$ cat src/rtl/core/gmps_pkg.sv
package gmps_pkg;

  // Largest maze side and the widths that follow from it.
  localparam int unsigned MaxSize    = 32;
  localparam int unsigned IdxW       = $clog2(MaxSize);
  localparam int unsigned SizeW      = IdxW + 1;
  localparam int unsigned StackDepth = 2 * MaxSize - 2;
  localparam int unsigned StackW     = $clog2(StackDepth + 1);

  // Move recorded for one level of the search.
  typedef enum logic {
    MOVE_DOWN,
    MOVE_RIGHT
  } move_e;

  // Sequencer states.
  typedef enum logic [3:0] {
    ST_LOAD,
    ST_CHECK,
    ST_TEST,
    ST_BACK,
    ST_POP,
    ST_KILL,
    ST_FAIL,
    ST_RP_RD,
    ST_RP_EX
  } state_e;

  // One result beat offered by the search core to the output register.
  typedef struct packed {
    logic               valid;
    logic               found;
    logic [MaxSize-1:0] row_bits;
    logic [IdxW-1:0]    row_index;
    logic               last_row;
  } emit_t;

  // One-hot mask of a column.
  function automatic logic [MaxSize-1:0] col_bit(input logic [IdxW-1:0] col);
    logic [MaxSize-1:0] one;
    one = {{(MaxSize-1){1'b0}}, 1'b1};
    return one << col;
  endfunction

endpackage

$ cat src/rtl/core/grid_maze_path_search_top.sv
// Maze path search by depth-first backtracking.
// Input channel: one beat per maze cell (cell_open_i), row-major, n*n beats per run,
// with n taken from the grid size register (0 reads as 1, above 32 as 32).
// A cell beat is taken whenever in_valid_i is high while the block loads; in_stall_o stays high
// from the last cell until the final result beat has entered the output register.
// The search starts at the top-left corner, tries down before right, and runs on
// one sequencer around a maze row memory and a move stack memory. A forward step
// passes ST_CHECK and ST_TEST, a rejected move goes on to ST_BACK, a down move turns
// into a right move through ST_BACK and ST_POP, and a level unwinds through ST_BACK,
// ST_POP and ST_KILL. Each cell is entered at most twice before it is marked dead.
// Output channel: on success n beats, one path row each (found_o set, last_row_o
// on row n-1), replayed from the move stack; on failure one beat with found_o clear
// and last_row_o set.
// The output register frees the core while a beat waits; out_stall_i only holds
// the sequencer when a further beat is ready. Writing the grid size (only while
// idle) restarts loading at cell 0. Reset leaves the block loading with n = 5
// and needs no clearing pass.
module grid_maze_path_search_top (
  input  logic                           clk_i,
  input  logic                           rst_ni,
  input  logic                           cfg_we_i,
  input  logic [gmps_pkg::SizeW-1:0]     cfg_wdata_i,
  input  logic                           in_valid_i,
  output logic                           in_stall_o,
  input  logic                           cell_open_i,
  output logic                           out_valid_o,
  input  logic                           out_stall_i,
  output logic                           found_o,
  output logic [gmps_pkg::MaxSize-1:0]   row_bits_o,
  output logic [gmps_pkg::IdxW-1:0]      row_index_o,
  output logic                           last_row_o
);
  import gmps_pkg::*;

  logic [SizeW-1:0]   grid_size_q;
  emit_t              emit;
  logic               emit_rdy;
  logic               out_valid_q;
  logic               found_q, last_row_q;
  logic [MaxSize-1:0] row_bits_q;
  logic [IdxW-1:0]    row_index_q;

  // Grid size register.
  always_ff @(posedge clk_i or negedge rst_ni) begin
    if (!rst_ni) begin
      grid_size_q <= SizeW'(5);
    end else if (cfg_we_i) begin
      grid_size_q <= cfg_wdata_i;
    end
  end

  gmps_core u_core (
    .clk_i       (clk_i),
    .rst_ni      (rst_ni),
    .in_valid_i  (in_valid_i),
    .cell_open_i (cell_open_i),
    .busy_o      (in_stall_o),
    .cfg_clear_i (cfg_we_i),
    .grid_size_i (grid_size_q),
    .emit_o      (emit),
    .emit_rdy_i  (emit_rdy)
  );

  // The output register takes a new beat when empty or when its beat leaves.
  assign emit_rdy = !out_valid_q || !out_stall_i;

  always_ff @(posedge clk_i or negedge rst_ni) begin
    if (!rst_ni) begin
      out_valid_q <= 1'b0;
    end else if (emit.valid && emit_rdy) begin
      out_valid_q <= 1'b1;
    end else if (!out_stall_i) begin
      out_valid_q <= 1'b0;
    end
  end

  always_ff @(posedge clk_i) begin
    if (emit.valid && emit_rdy) begin
      found_q     <= emit.found;
      row_bits_q  <= emit.row_bits;
      row_index_q <= emit.row_index;
      last_row_q  <= emit.last_row;
    end
  end

  assign out_valid_o = out_valid_q;
  assign found_o     = found_q;
  assign row_bits_o  = row_bits_q;
  assign row_index_o = row_index_q;
  assign last_row_o  = last_row_q;

endmodule

$ cat src/rtl/core/gmps_core.sv
module gmps_core (
  input  logic                   clk_i,
  input  logic                   rst_ni,
  input  logic                   in_valid_i,
  input  logic                   cell_open_i,
  output logic                   busy_o,
  input  logic                   cfg_clear_i,
  input  logic [gmps_pkg::SizeW-1:0] grid_size_i,
  output gmps_pkg::emit_t        emit_o,
  input  logic                   emit_rdy_i
);
  import gmps_pkg::*;

  state_e state_q, state_d;

  // Load position and the row being assembled.
  logic [IdxW-1:0]    ld_r_q, ld_r_d, ld_c_q, ld_c_d;
  logic [MaxSize-1:0] row_buf_q, row_buf_d;

  // Search position and depth.
  logic [SizeW-1:0]  cur_r_q, cur_r_d, cur_c_q, cur_c_d;
  logic [StackW-1:0] sp_q, sp_d;

  // Replay of the move stack into row masks.
  logic [IdxW-1:0]    rp_row_q, rp_row_d, rp_col_q, rp_col_d;
  logic [MaxSize-1:0] rp_mask_q, rp_mask_d;
  logic [StackW-1:0]  rp_i_q, rp_i_d;

  // Maze memory, one row per entry; dead cells are cleared in place.
  logic [MaxSize-1:0] maze_mem [MaxSize];
  logic [MaxSize-1:0] maze_rd_q;
  logic               maze_we;
  logic [IdxW-1:0]    maze_waddr;
  logic [MaxSize-1:0] maze_wdata;

  // Move stack memory.
  move_e              stk_mem [StackDepth];
  move_e              stk_rd_q;
  logic               stk_we;
  logic [StackW-1:0]  stk_waddr, stk_raddr;
  move_e              stk_wdata;

  logic [SizeW-1:0] side;
  logic [IdxW-1:0]  side_m1;
  logic             in_acc, ld_last, at_goal, in_bounds, maze_bit;
  logic [MaxSize-1:0] row_next;
  logic [SizeW-1:0]   side_m1_w;

  // Grid size out of range is clamped to 1..MaxSize.
  always_comb begin
    if (grid_size_i == '0) begin
      side = SizeW'(1);
    end else if (grid_size_i > SizeW'(MaxSize)) begin
      side = SizeW'(MaxSize);
    end else begin
      side = grid_size_i;
    end
  end

  assign side_m1_w = side - SizeW'(1);
  assign side_m1   = side_m1_w[IdxW-1:0];

  assign busy_o    = (state_q != ST_LOAD);
  assign in_acc    = in_valid_i && !busy_o;
  assign ld_last   = (ld_r_q == side_m1) && (ld_c_q == side_m1);
  assign at_goal   = (cur_r_q == side_m1_w) && (cur_c_q == side_m1_w);
  assign in_bounds = (cur_r_q < side) && (cur_c_q < side);
  assign maze_bit  = |(maze_rd_q & col_bit(cur_c_q[IdxW-1:0]));
  assign row_next  = cell_open_i ? (row_buf_q | col_bit(ld_c_q))
                                 : (row_buf_q & ~col_bit(ld_c_q));

  // Stack read address: the replay index while replaying, the top entry otherwise.
  assign stk_raddr = (state_q == ST_RP_RD || state_q == ST_RP_EX) ? rp_i_q
                                                                  : sp_q - StackW'(1);

  // Next state.
  always_comb begin
    state_d = state_q;
    case (state_q)
      ST_LOAD:  if (in_acc && ld_last) state_d = ST_CHECK;
      ST_CHECK: begin
        if (at_goal) state_d = ST_RP_RD;
        else if (in_bounds) state_d = ST_TEST;
        else state_d = ST_BACK;
      end
      ST_TEST:  state_d = maze_bit ? ST_CHECK : ST_BACK;
      ST_BACK:  state_d = (sp_q == '0) ? ST_FAIL : ST_POP;
      ST_POP:   state_d = (stk_rd_q == MOVE_DOWN) ? ST_CHECK : ST_KILL;
      ST_KILL:  state_d = ST_BACK;
      ST_FAIL:  if (emit_rdy_i) state_d = ST_LOAD;
      ST_RP_RD: begin
        if (rp_i_q == sp_q) begin
          if (emit_rdy_i) state_d = ST_LOAD;
        end else begin
          state_d = ST_RP_EX;
        end
      end
      ST_RP_EX: begin
        if (stk_rd_q == MOVE_RIGHT || emit_rdy_i) state_d = ST_RP_RD;
      end
      default:  state_d = ST_LOAD;
    endcase
  end

  // Datapath, memory controls and result beats.
  always_comb begin
    ld_r_d     = ld_r_q;
    ld_c_d     = ld_c_q;
    row_buf_d  = row_buf_q;
    cur_r_d    = cur_r_q;
    cur_c_d    = cur_c_q;
    sp_d       = sp_q;
    rp_row_d   = rp_row_q;
    rp_col_d   = rp_col_q;
    rp_mask_d  = rp_mask_q;
    rp_i_d     = rp_i_q;
    maze_we    = 1'b0;
    maze_waddr = ld_r_q;
    maze_wdata = row_next;
    stk_we     = 1'b0;
    stk_waddr  = sp_q;
    stk_wdata  = MOVE_DOWN;
    emit_o     = '0;

    case (state_q)
      ST_LOAD: begin
        if (cfg_clear_i) begin
          ld_r_d = '0;
          ld_c_d = '0;
        end else if (in_acc) begin
          row_buf_d = row_next;
          if (ld_c_q == side_m1) begin
            maze_we = 1'b1;
            ld_c_d  = '0;
            ld_r_d  = ld_r_q + IdxW'(1);
          end else begin
            ld_c_d = ld_c_q + IdxW'(1);
          end
          if (ld_last) begin
            ld_r_d  = '0;
            cur_r_d = '0;
            cur_c_d = '0;
            sp_d    = '0;
          end
        end
      end
      ST_CHECK: begin
        if (at_goal) begin
          rp_row_d  = '0;
          rp_col_d  = '0;
          rp_mask_d = col_bit('0);
          rp_i_d    = '0;
        end
      end
      ST_TEST: begin
        // Open cell: take the down move first.
        if (maze_bit) begin
          stk_we  = 1'b1;
          stk_waddr = sp_q;
          stk_wdata = MOVE_DOWN;
          sp_d    = sp_q + StackW'(1);
          cur_r_d = cur_r_q + SizeW'(1);
        end
      end
      ST_POP: begin
        if (stk_rd_q == MOVE_DOWN) begin
          // Down failed: try right from the parent.
          stk_we    = 1'b1;
          stk_waddr = sp_q - StackW'(1);
          stk_wdata = MOVE_RIGHT;
          cur_r_d   = cur_r_q - SizeW'(1);
          cur_c_d   = cur_c_q + SizeW'(1);
        end else begin
          cur_c_d = cur_c_q - SizeW'(1);
          sp_d    = sp_q - StackW'(1);
        end
      end
      ST_KILL: begin
        // Both moves failed from this cell: block it for the rest of the run.
        maze_we    = 1'b1;
        maze_waddr = cur_r_q[IdxW-1:0];
        maze_wdata = maze_rd_q & ~col_bit(cur_c_q[IdxW-1:0]);
      end
      ST_FAIL: begin
        emit_o.valid    = 1'b1;
        emit_o.last_row = 1'b1;
      end
      ST_RP_RD: begin
        if (rp_i_q == sp_q) begin
          emit_o.valid     = 1'b1;
          emit_o.found     = 1'b1;
          emit_o.row_bits  = rp_mask_q;
          emit_o.row_index = rp_row_q;
          emit_o.last_row  = 1'b1;
        end
      end
      ST_RP_EX: begin
        if (stk_rd_q == MOVE_DOWN) begin
          emit_o.valid     = 1'b1;
          emit_o.found     = 1'b1;
          emit_o.row_bits  = rp_mask_q;
          emit_o.row_index = rp_row_q;
          if (emit_rdy_i) begin
            rp_row_d  = rp_row_q + IdxW'(1);
            rp_mask_d = col_bit(rp_col_q);
            rp_i_d    = rp_i_q + StackW'(1);
          end
        end else begin
          rp_col_d  = rp_col_q + IdxW'(1);
          rp_mask_d = rp_mask_q | col_bit(rp_col_q + IdxW'(1));
          rp_i_d    = rp_i_q + StackW'(1);
        end
      end
      default: begin
      end
    endcase
  end

  // Control registers.
  always_ff @(posedge clk_i or negedge rst_ni) begin
    if (!rst_ni) begin
      state_q <= ST_LOAD;
      ld_r_q  <= '0;
      ld_c_q  <= '0;
      cur_r_q <= '0;
      cur_c_q <= '0;
      sp_q    <= '0;
      rp_i_q  <= '0;
    end else begin
      state_q <= state_d;
      ld_r_q  <= ld_r_d;
      ld_c_q  <= ld_c_d;
      cur_r_q <= cur_r_d;
      cur_c_q <= cur_c_d;
      sp_q    <= sp_d;
      rp_i_q  <= rp_i_d;
    end
  end

  // Payload registers.
  always_ff @(posedge clk_i) begin
    row_buf_q <= row_buf_d;
    rp_row_q  <= rp_row_d;
    rp_col_q  <= rp_col_d;
    rp_mask_q <= rp_mask_d;
  end

  // Maze memory: one write port, one registered read of the current row.
  always_ff @(posedge clk_i) begin
    if (maze_we) begin
      maze_mem[maze_waddr] <= maze_wdata;
    end
    maze_rd_q <= maze_mem[cur_r_q[IdxW-1:0]];
  end

  // Move stack memory: one write port, one registered read.
  always_ff @(posedge clk_i) begin
    if (stk_we) begin
      stk_mem[stk_waddr] <= stk_wdata;
    end
    stk_rd_q <= stk_mem[stk_raddr];
  end

endmodule

$ cat config.mk
export PLATFORM = sky130hd
export DESIGN_NAME = grid_maze_path_search_top
export DESIGN_NICKNAME = d
export VERILOG_FILES = /design/src/rtl/core/gmps_pkg.sv /design/src/rtl/core/grid_maze_path_search_top.sv /design/src/rtl/core/gmps_core.sv
export SDC_FILE = /design/constraint.sdc
export NUM_CORES = 1
export LEC_CHECK = 0
export ABC_AREA = 1
export BUFFER_PORTS_ARGS = -buffer_cell sky130_fd_sc_hd__buf_2
export CAP_MARGIN = 20
export CELL_PAD_IN_SITES_DETAIL_PLACEMENT = 0
export CELL_PAD_IN_SITES_GLOBAL_PLACEMENT = 1
export CORE_MARGIN = 2
export CORE_UTILIZATION = 49
export CTS_BUF_LIST = sky130_fd_sc_hd__clkbuf_8
export DETAILED_ROUTE_END_ITERATION = 16
export PLACE_DENSITY_LB_ADDON = 0.12
export SLEW_MARGIN = 20
export SYNTH_ARGS = -nofsm -noshare
export SYNTH_HDL_FRONTEND = slang
export SYNTH_HIERARCHICAL = 1
export SYNTH_SLANG_ARGS = --single-unit
$ cat constraint.sdc
create_clock -name clk_i -period 4.45 [get_ports clk_i]
set_clock_uncertainty 0.05 [all_clocks]
set_input_delay 0.6675 -clock clk_i [delete_from_list [all_inputs] [get_ports clk_i]]
set_output_delay 0.6675 -clock clk_i [all_outputs]
set_load 0.01 [all_outputs]
==> impl_metrics.ini, run 1 <==
[cts]
ctsLongestPathBuffers = 3
clk_latency_ps = 890
htree_levels = 4
cts_buffers = 205
clockRootBuffer = clkbuf_8
clk_pin_slew_ps = 60
cts.sinks = 1277
tritoncts = yes
cts_setup_buffers = 0

[global_route]
grt_max_degree = 202
grt_util_met1_pct = 39.9
grt_first_pass_wirelength_um = 226000
grt_busiest_layer = met2
grt_remaining_overflow = 0
grt_util_all_layers_pct = 26.9
grt_util_met3_pct = 4.20
grt_use_met2_pct = 41.7
antenna_found_initial = 5
grt_pass1_vias = 34681

[setup_path]
cp-end-kind = flip-flop
crit_family = simple AND/OR/NAND/NOR gates
start_kind = flip-flop
crit_buf_inv = 2
crit_arrival_ps = 4550
r2r-start = grid_size_q[5]
criticalPathCategory = reg2reg
crit_chain = nor2_1 > nand3_1 > nand2_1 > inv_2 > ha_1 > xor2_1 > nand2_1 > nor2_1 > nand4_1 > nor2_2 > nand2_1 > nand2_2 > nand2_1 > nor2_4 > buf_12
worstPathRequired_ps = 4940
crit_fanout = 20
slowest_delay_ps = 620
slowest_stage = nor2_4
cpMostUsedCell = nand2_1
worstSetupStartpoint = grid_size_q[5]

[synth]
yosysWarningCount = 6
synth_seq_cells = 1277
async_reset_ff_share_pct = 3.52
synth_fp_nets = 4539
synth_ff_type = edfxtp_1
ys_types = 52
avgSynthCellArea_um2 = 11.9
syn_inst = 4485
synth_edf_count = 1199
ys_seq_area_share_pct = 70.8
syn-cell-area_um2 = 53400

[sta]
post-route-period-util_pct = 91.2
maxSlewHeadroom_pct = 24.0
fin_setup_tns_ps = 0
rsz0062_at_grt = no
finalMaxSlewViolations = 0
fmax_mhz = 246
setup_viol = 0
tightest_slew_ps = 1140
finalHoldViolCount = 0
period_needed_ps = 4060

[die]
fp-row-count = 121
io_pins = 53
start_util_pct = 49.2
coreArea_um2 = 109000
die-area_um2 = 112000
die_w_um = 334
die_h_um = 334

[drt]
drtIter0Drc = 4079
wl_per_cell_um = 24.4
dr.pass1.iters = 5
drt-total-wl_um = 151000
remaining_drc_errors = 0
vias_per_cell = 5.88
postRouteAntennaNets = 0
via_count = 36368

[worst_hold_path]
min_from = cfg_we_i
hold_class = in2reg

[place]
io_buffers = 52
dp_hpwl_um = 87600
gp_congestion = 0.860

[power_and_ir_drop]
vdd_ir_drop_max_uv = 310
p_leak_uw = 0.0211
p_per_area_nw_per_um2 = 383

[cells_and_area]
final_layout_size_suffix_gt1_share_pct = 11.5
final_util_pct = 55.2
fin_nets = 4657
n_fill_cell = 9216
area_delta_synth_final_pct = 12.2

[run]
maxCapViolCount = 0

[status]
status = finished, final reports clean
==> placed cells by master (no fill, tap or decap), types with 15 or more instances in the layout <==
cell,n
edfxtp_1,1199
nor2_1,800
o21ai_0,614
nand2_1,404
inv_1,282
nand3_1,245
clkbuf_8,217
o221ai_1,180
o22ai_1,113
buf_4,100
a31oi_1,75
buf_2,52
clkinv_1,46
ha_1,40
dfrtp_1,38
nor2_4,34
dfxtp_1,33
buf_12,30
a32oi_1,28
a21oi_1,26
nand4_1,22
xor2_1,21
clkinv_2,19
o21ai_2,18
inv_2,15
o21ai_1,15
==> routing by layer <==
metal | part of all wire [%] | vias up
met5 | 0 | -
met4 | 2.0 | 0
met3 | 7.3 | 216
met2 | 46 | 1414
met1 | 45 | 18044
li1 | - | 16694
==> where the power goes <==
group / switching [uW] / total (uW) / internal [uW]
registers: 34.2 / 13200 / 13100
clock network: 4700 / 9300 / 4600
logic: 370 / 481 / 111
==> synthesized netlist by cell type (2+ instances only) <==
| cell | number | area [um^2] |
|---|---|---|
| o211ai_1 | 2 | 15.0 |
| o21ai_2 | 5 | 43.8 |
| o221ai_1 | 180 | 1580 |
| fa_1 | 2 | 40.0 |
| nor3_1 | 13 | 65.1 |
| inv_2 | 17 | 63.8 |
| clkbuf_1 | 236 | 886 |
| o21ai_0 | 635 | 3180 |
| a31oi_1 | 75 | 469 |
| dfrtp_1 | 43 | 1080 |
| nor2_2 | 5 | 31.3 |
| nand2_1 | 406 | 1520 |
| or2_2 | 2 | 12.5 |
| a32oi_1 | 28 | 245 |
| nand2_4 | 2 | 22.5 |
| nand2_2 | 7 | 43.8 |
| nor2_1 | 833 | 3130 |
| a211oi_1 | 2 | 15.0 |
| o22ai_1 | 113 | 707 |
| buf_6 | 3 | 33.8 |
| buf_2 | 22 | 110 |
| nor3_2 | 4 | 40.0 |
| buf_4 | 3 | 22.5 |
| buf_1 | 15 | 56.3 |
| nor2_8 | 2 | 40.0 |
| o21ai_1 | 11 | 55.1 |
| a21oi_1 | 27 | 135 |
| dfxtp_1 | 33 | 661 |
| nand3_2 | 5 | 50.1 |
| xnor2_1 | 4 | 35.0 |
| nand3b_1 | 3 | 22.5 |
| xor2_1 | 21 | 184 |
| nand3_1 | 245 | 1230 |
| inv_1 | 204 | 766 |
| dfstp_2 | 2 | 52.6 |
| ha_1 | 40 | 500 |
| edfxtp_1 | 1199 | 36000 |
| nand4_1 | 22 | 138 |
==> registers in the layout, summed over array words and instances (netlist names), 4 cells and up <==
name and count:
u_core/maze_mem 1024, u_core/stk_mem 62, row_bits_o 32, u_core/maze_rd_q 32
u_core/row_buf_q 32, u_core/rp_mask_q 32, grid_size_q 6, u_core/cur_c_q 6
u_core/cur_r_q 6, u_core/rp_i_q 6, u_core/sp_q 6, row_index_o 5
u_core/ld_c_q 5, u_core/ld_r_q 5, u_core/rp_col_q 5, u_core/rp_row_q 5
u_core/state_q 4
==> cell type report <==
type / count / area, um^2 / share of cell area, %
Clock buffer: 217 / 2990 / 4.98
Timing Repair Buffer: 190 / 1710 / 2.85
Sequential cell: 1277 / 37800 / 63.1
Clock inverter: 159 / 788 / 1.32
Multi-Input combinational cell: 2706 / 14000 / 23.4
Antenna cell: 1 / 2.50 / 0.00417
Inverter: 223 / 860 / 1.43
Tap cell: 1414 / 1770 / 2.95
==> stage by stage <==
| step | power (uW) | hold WS, ps | setup WS [ps] | instance area [um^2] | cells |
|---|---|---|---|---|---|
| finish | 22900 | 113 | 391 | 59900 | 6187 |
| global route | 23700 | 109 | 87.4 | 59900 | 6187 |
| CTS | 23100 | 27.9 | 385 | 59900 | 6185 |
| detailed placement | 13900 | 418 | 384 | 56100 | 5802 |
| global placement | 13900 | 426 | 439 | 56100 | 5802 |
| floorplan | 13700 | 322 | 208 | 53400 | 4485 |
==> tightest hold or removal path: stages <==
cell and delay, ps:
buf_2 190, nand2_1 90, nand2_1 50
==> what timing repair did <==
action | 4_1_cts | 5_1_grt
setup endpoints to repair | 0 | 0
gates resized for setup | 0 | 0
endpoints found under the hold margin | 23 | 0
hold buffers | 7 | 0
==> path summary, 6_finish.rpt <==
path | end | slack (ps) | cells past startpoint
worst min-delay path | grid_size_q[0] | 110 | 3
worst max-delay path | u_core/maze_mem[17][27] | 390 | 15
worst min register to register | grid_size_q[0] | 430 | 2
min in group asynchronous | u_core/ld_r_q[4] | 240 | 2
max in group asynchronous | u_core/cur_r_q[4] | 3320 | 3
worst max register to register | u_core/maze_mem[17][27] | 390 | 15
==> kinds of logic (layout without fill, tap and decap cells) <==
group	Yosys count	in the layout	share of synthesized area (%)
other cells	0	1	0
fa+ha+maj	42	42	1.01
compound gates	1084	1084	12.2
simple gates	1554	1554	12.0
buf+inv	502	789	3.65
xor+xnor	26	26	0.441
flops	1277	1277	70.8
Power figures use the tool's default switching activity.
==> run 2: changes to the inputs <==
Settings changed: CORE_ASPECT_RATIO set to 1.5, CTS_BUF_LIST sky130_fd_sc_hd__clkbuf_8 to sky130_fd_sc_hd__clkbuf_4.
==> impl_metrics.ini, run 2 (synthesis gave the netlist of run 1 again) <==
[status]
status = finished, final reports clean

[power_and_ir_drop]
p_leak_uw = 0.0212
p_per_area_nw_per_um2 = 383
vdd_ir_drop_max_uv = 249

[cts]
tritoncts = yes
cts-hold-fix-buffers = 24
cts.sinks = 1277
clockRootBuffer = clkbuf_4
clk_latency_ps = 1190
cts_buffers = 316
clk_pin_slew_ps = 70
cts_setup_buffers = 0
ctsLongestPathBuffers = 4
htree_levels = 5
cts_resized = 0

[drt]
remaining_drc_errors = 0
wl_per_cell_um = 23.8
drt-total-wl_um = 151000
postRouteAntennaNets = 0
dr.pass1.iters = 6
via_count = 37117
drtIter0Drc = 3407
vias_per_cell = 5.84

[sta]
fmax_mhz = 251
tightest_slew_ps = 1090
maxSlewHeadroom_pct = 27.0
finalHoldViolCount = 0
period_needed_ps = 3980
post-route-period-util_pct = 89.5
rsz0062_at_grt = no
setup_viol = 0
fin_setup_tns_ps = 0
finalMaxSlewViolations = 0
holdWs_ps = 324

[cells_and_area]
seq_area_um2 = 37800
largest_reg_flops = 1024
final_layout_size_suffix_gt1_share_pct = 15.3
top_regs = u_core/maze_mem (1024), u_core/stk_mem (62)
regMostFlops = u_core/maze_mem
n_fill_cell = 9406
multi_input_area_um2 = 14100
fin_nets = 4776
area_delta_synth_final_pct = 12.5
layout_commonest_cell = edfxtp_1
layout_common_cells = 1199 x edfxtp_1, 800 x nor2_1, 614 x o21ai_0, 454 x clkbuf_4, 405 x nand2_1

[setup_path]
crit_arrival_ps = 4760
slowest_stage = nor2_4
crit_buf_inv = 2
criticalPathCategory = reg2reg
slowest_delay_ps = 620
start_kind = flip-flop
cp-end-kind = flip-flop
cpMostUsedCell = nand2_1
crit_chain = nor2_1 > nand3_1 > nand2_1 > inv_2 > ha_1 > xor2_1 > nand2_1 > nor2_1 > nand4_1 > nor2_2 > nand2_1 > nand2_2 > nand2_1 > nor2_4 > buf_12
worstPathRequired_ps = 5230
crit_family = simple AND/OR/NAND/NOR gates
crit_fanout = 20

[global_route]
grt_first_pass_wirelength_um = 226000
antenna_found_initial = 3
grt_util_all_layers_pct = 27.1
grt_pass1_vias = 36854
grt_max_degree = 174
grt_remaining_overflow = 0

[die]
start_util_pct = 49.3
io_pins = 53
fp-row-count = 148
die_h_um = 408
coreArea_um2 = 108000
die-area_um2 = 112000
die_w_um = 274

[place]
gp_congestion = 0.865
dp_hpwl_um = 89200
io_buffers = 52

[worst_hold_path]
hold_class = in2reg

[run]
maxCapViolCount = 0
## run 2: cell count changes in the layout (fill, tap and decap cells not counted), moves of 5 or more
cell	before	now
clkbuf_4	0	454
clkbuf_8	217	0
inv_1	282	202
dlygate4sd3_1	7	23
clkinv_1	46	60
clkinv_2	19	8
o21ai_2	18	8
o21ai_4	5	14
buf_12	30	25
buf_4	100	95
## run 2: cell type report
cell class / count / area share, %
Timing Repair Buffer: 198 / 2.95
Sequential cell: 1277 / 62.9
Multi-Input combinational cell: 2706 / 23.4
Inverter: 223 / 1.43
Tap cell: 1425 / 2.97
Antenna cell: 1 / 0.00417
Clock buffer: 454 / 5.67
Clock inverter: 71 / 0.592
## run 2: routing by layer
layer	track usage [%]	part of all wire [%]	vias to the layer above
li1	-	-	17053
met1	34.3	39	18371
met2	46.1	51	1440
met3	5.10	6.6	251
met4	10.1	2.8	2
met5	0	0.0059	-
## run 2: final timing paths
kind	to	slack (ps)	startpoint	cells after the start
hold reg to reg	u_core/ld_r_q[0]	510	u_core/ld_r_q[0]	2
hold / removal	u_core/row_buf_q[1]	320	cell_open_i	3
setup / recovery	u_core/maze_mem[13][16]	470	grid_size_q[2]	15
min in group asynchronous	grid_size_q[2]	630	rst_ni	3
max in group asynchronous	u_core/cur_c_q[3]	3430	rst_ni	4
setup reg to reg	u_core/maze_mem[13][16]	470	grid_size_q[2]	15
## run 2: worst register-to-register path, stage by stage (launching register included)
cell and delay (ps):
dfstp_2 580, nor2_1 70, nand3_1 130, nand2_1 120
inv_2 120, ha_1 310, xor2_1 180, nand2_1 60
nor2_1 120, nand4_1 120, nor2_2 180, nand2_1 90
nand2_2 150, nand2_1 470, nor2_4 620, buf_12 250
## run 2: metrics by stage
stage | utilization (%) | total power, uW | area [um^2] | std cells | worst slack [ps]
floorplan | - | 13700 | 53400 | 4485 | 208
global placement | 51.7 | 13900 | 56000 | 5802 | 502
detailed placement | 51.7 | 13900 | 56000 | 5802 | 555
CTS | 55.4 | 23300 | 60000 | 6351 | 525
global route | 55.4 | 23900 | 60100 | 6355 | 243
finish | 55.4 | 23000 | 60100 | 6355 | 469
## run 2: power breakdown
part	internal [uW]	leakage (uW)	total (uW)	switching (uW)
Sequential	13100	0.0114	13100	31.0
Combinational	134	0.00756	518	384
Clock	4830	0.00226	9340	4510
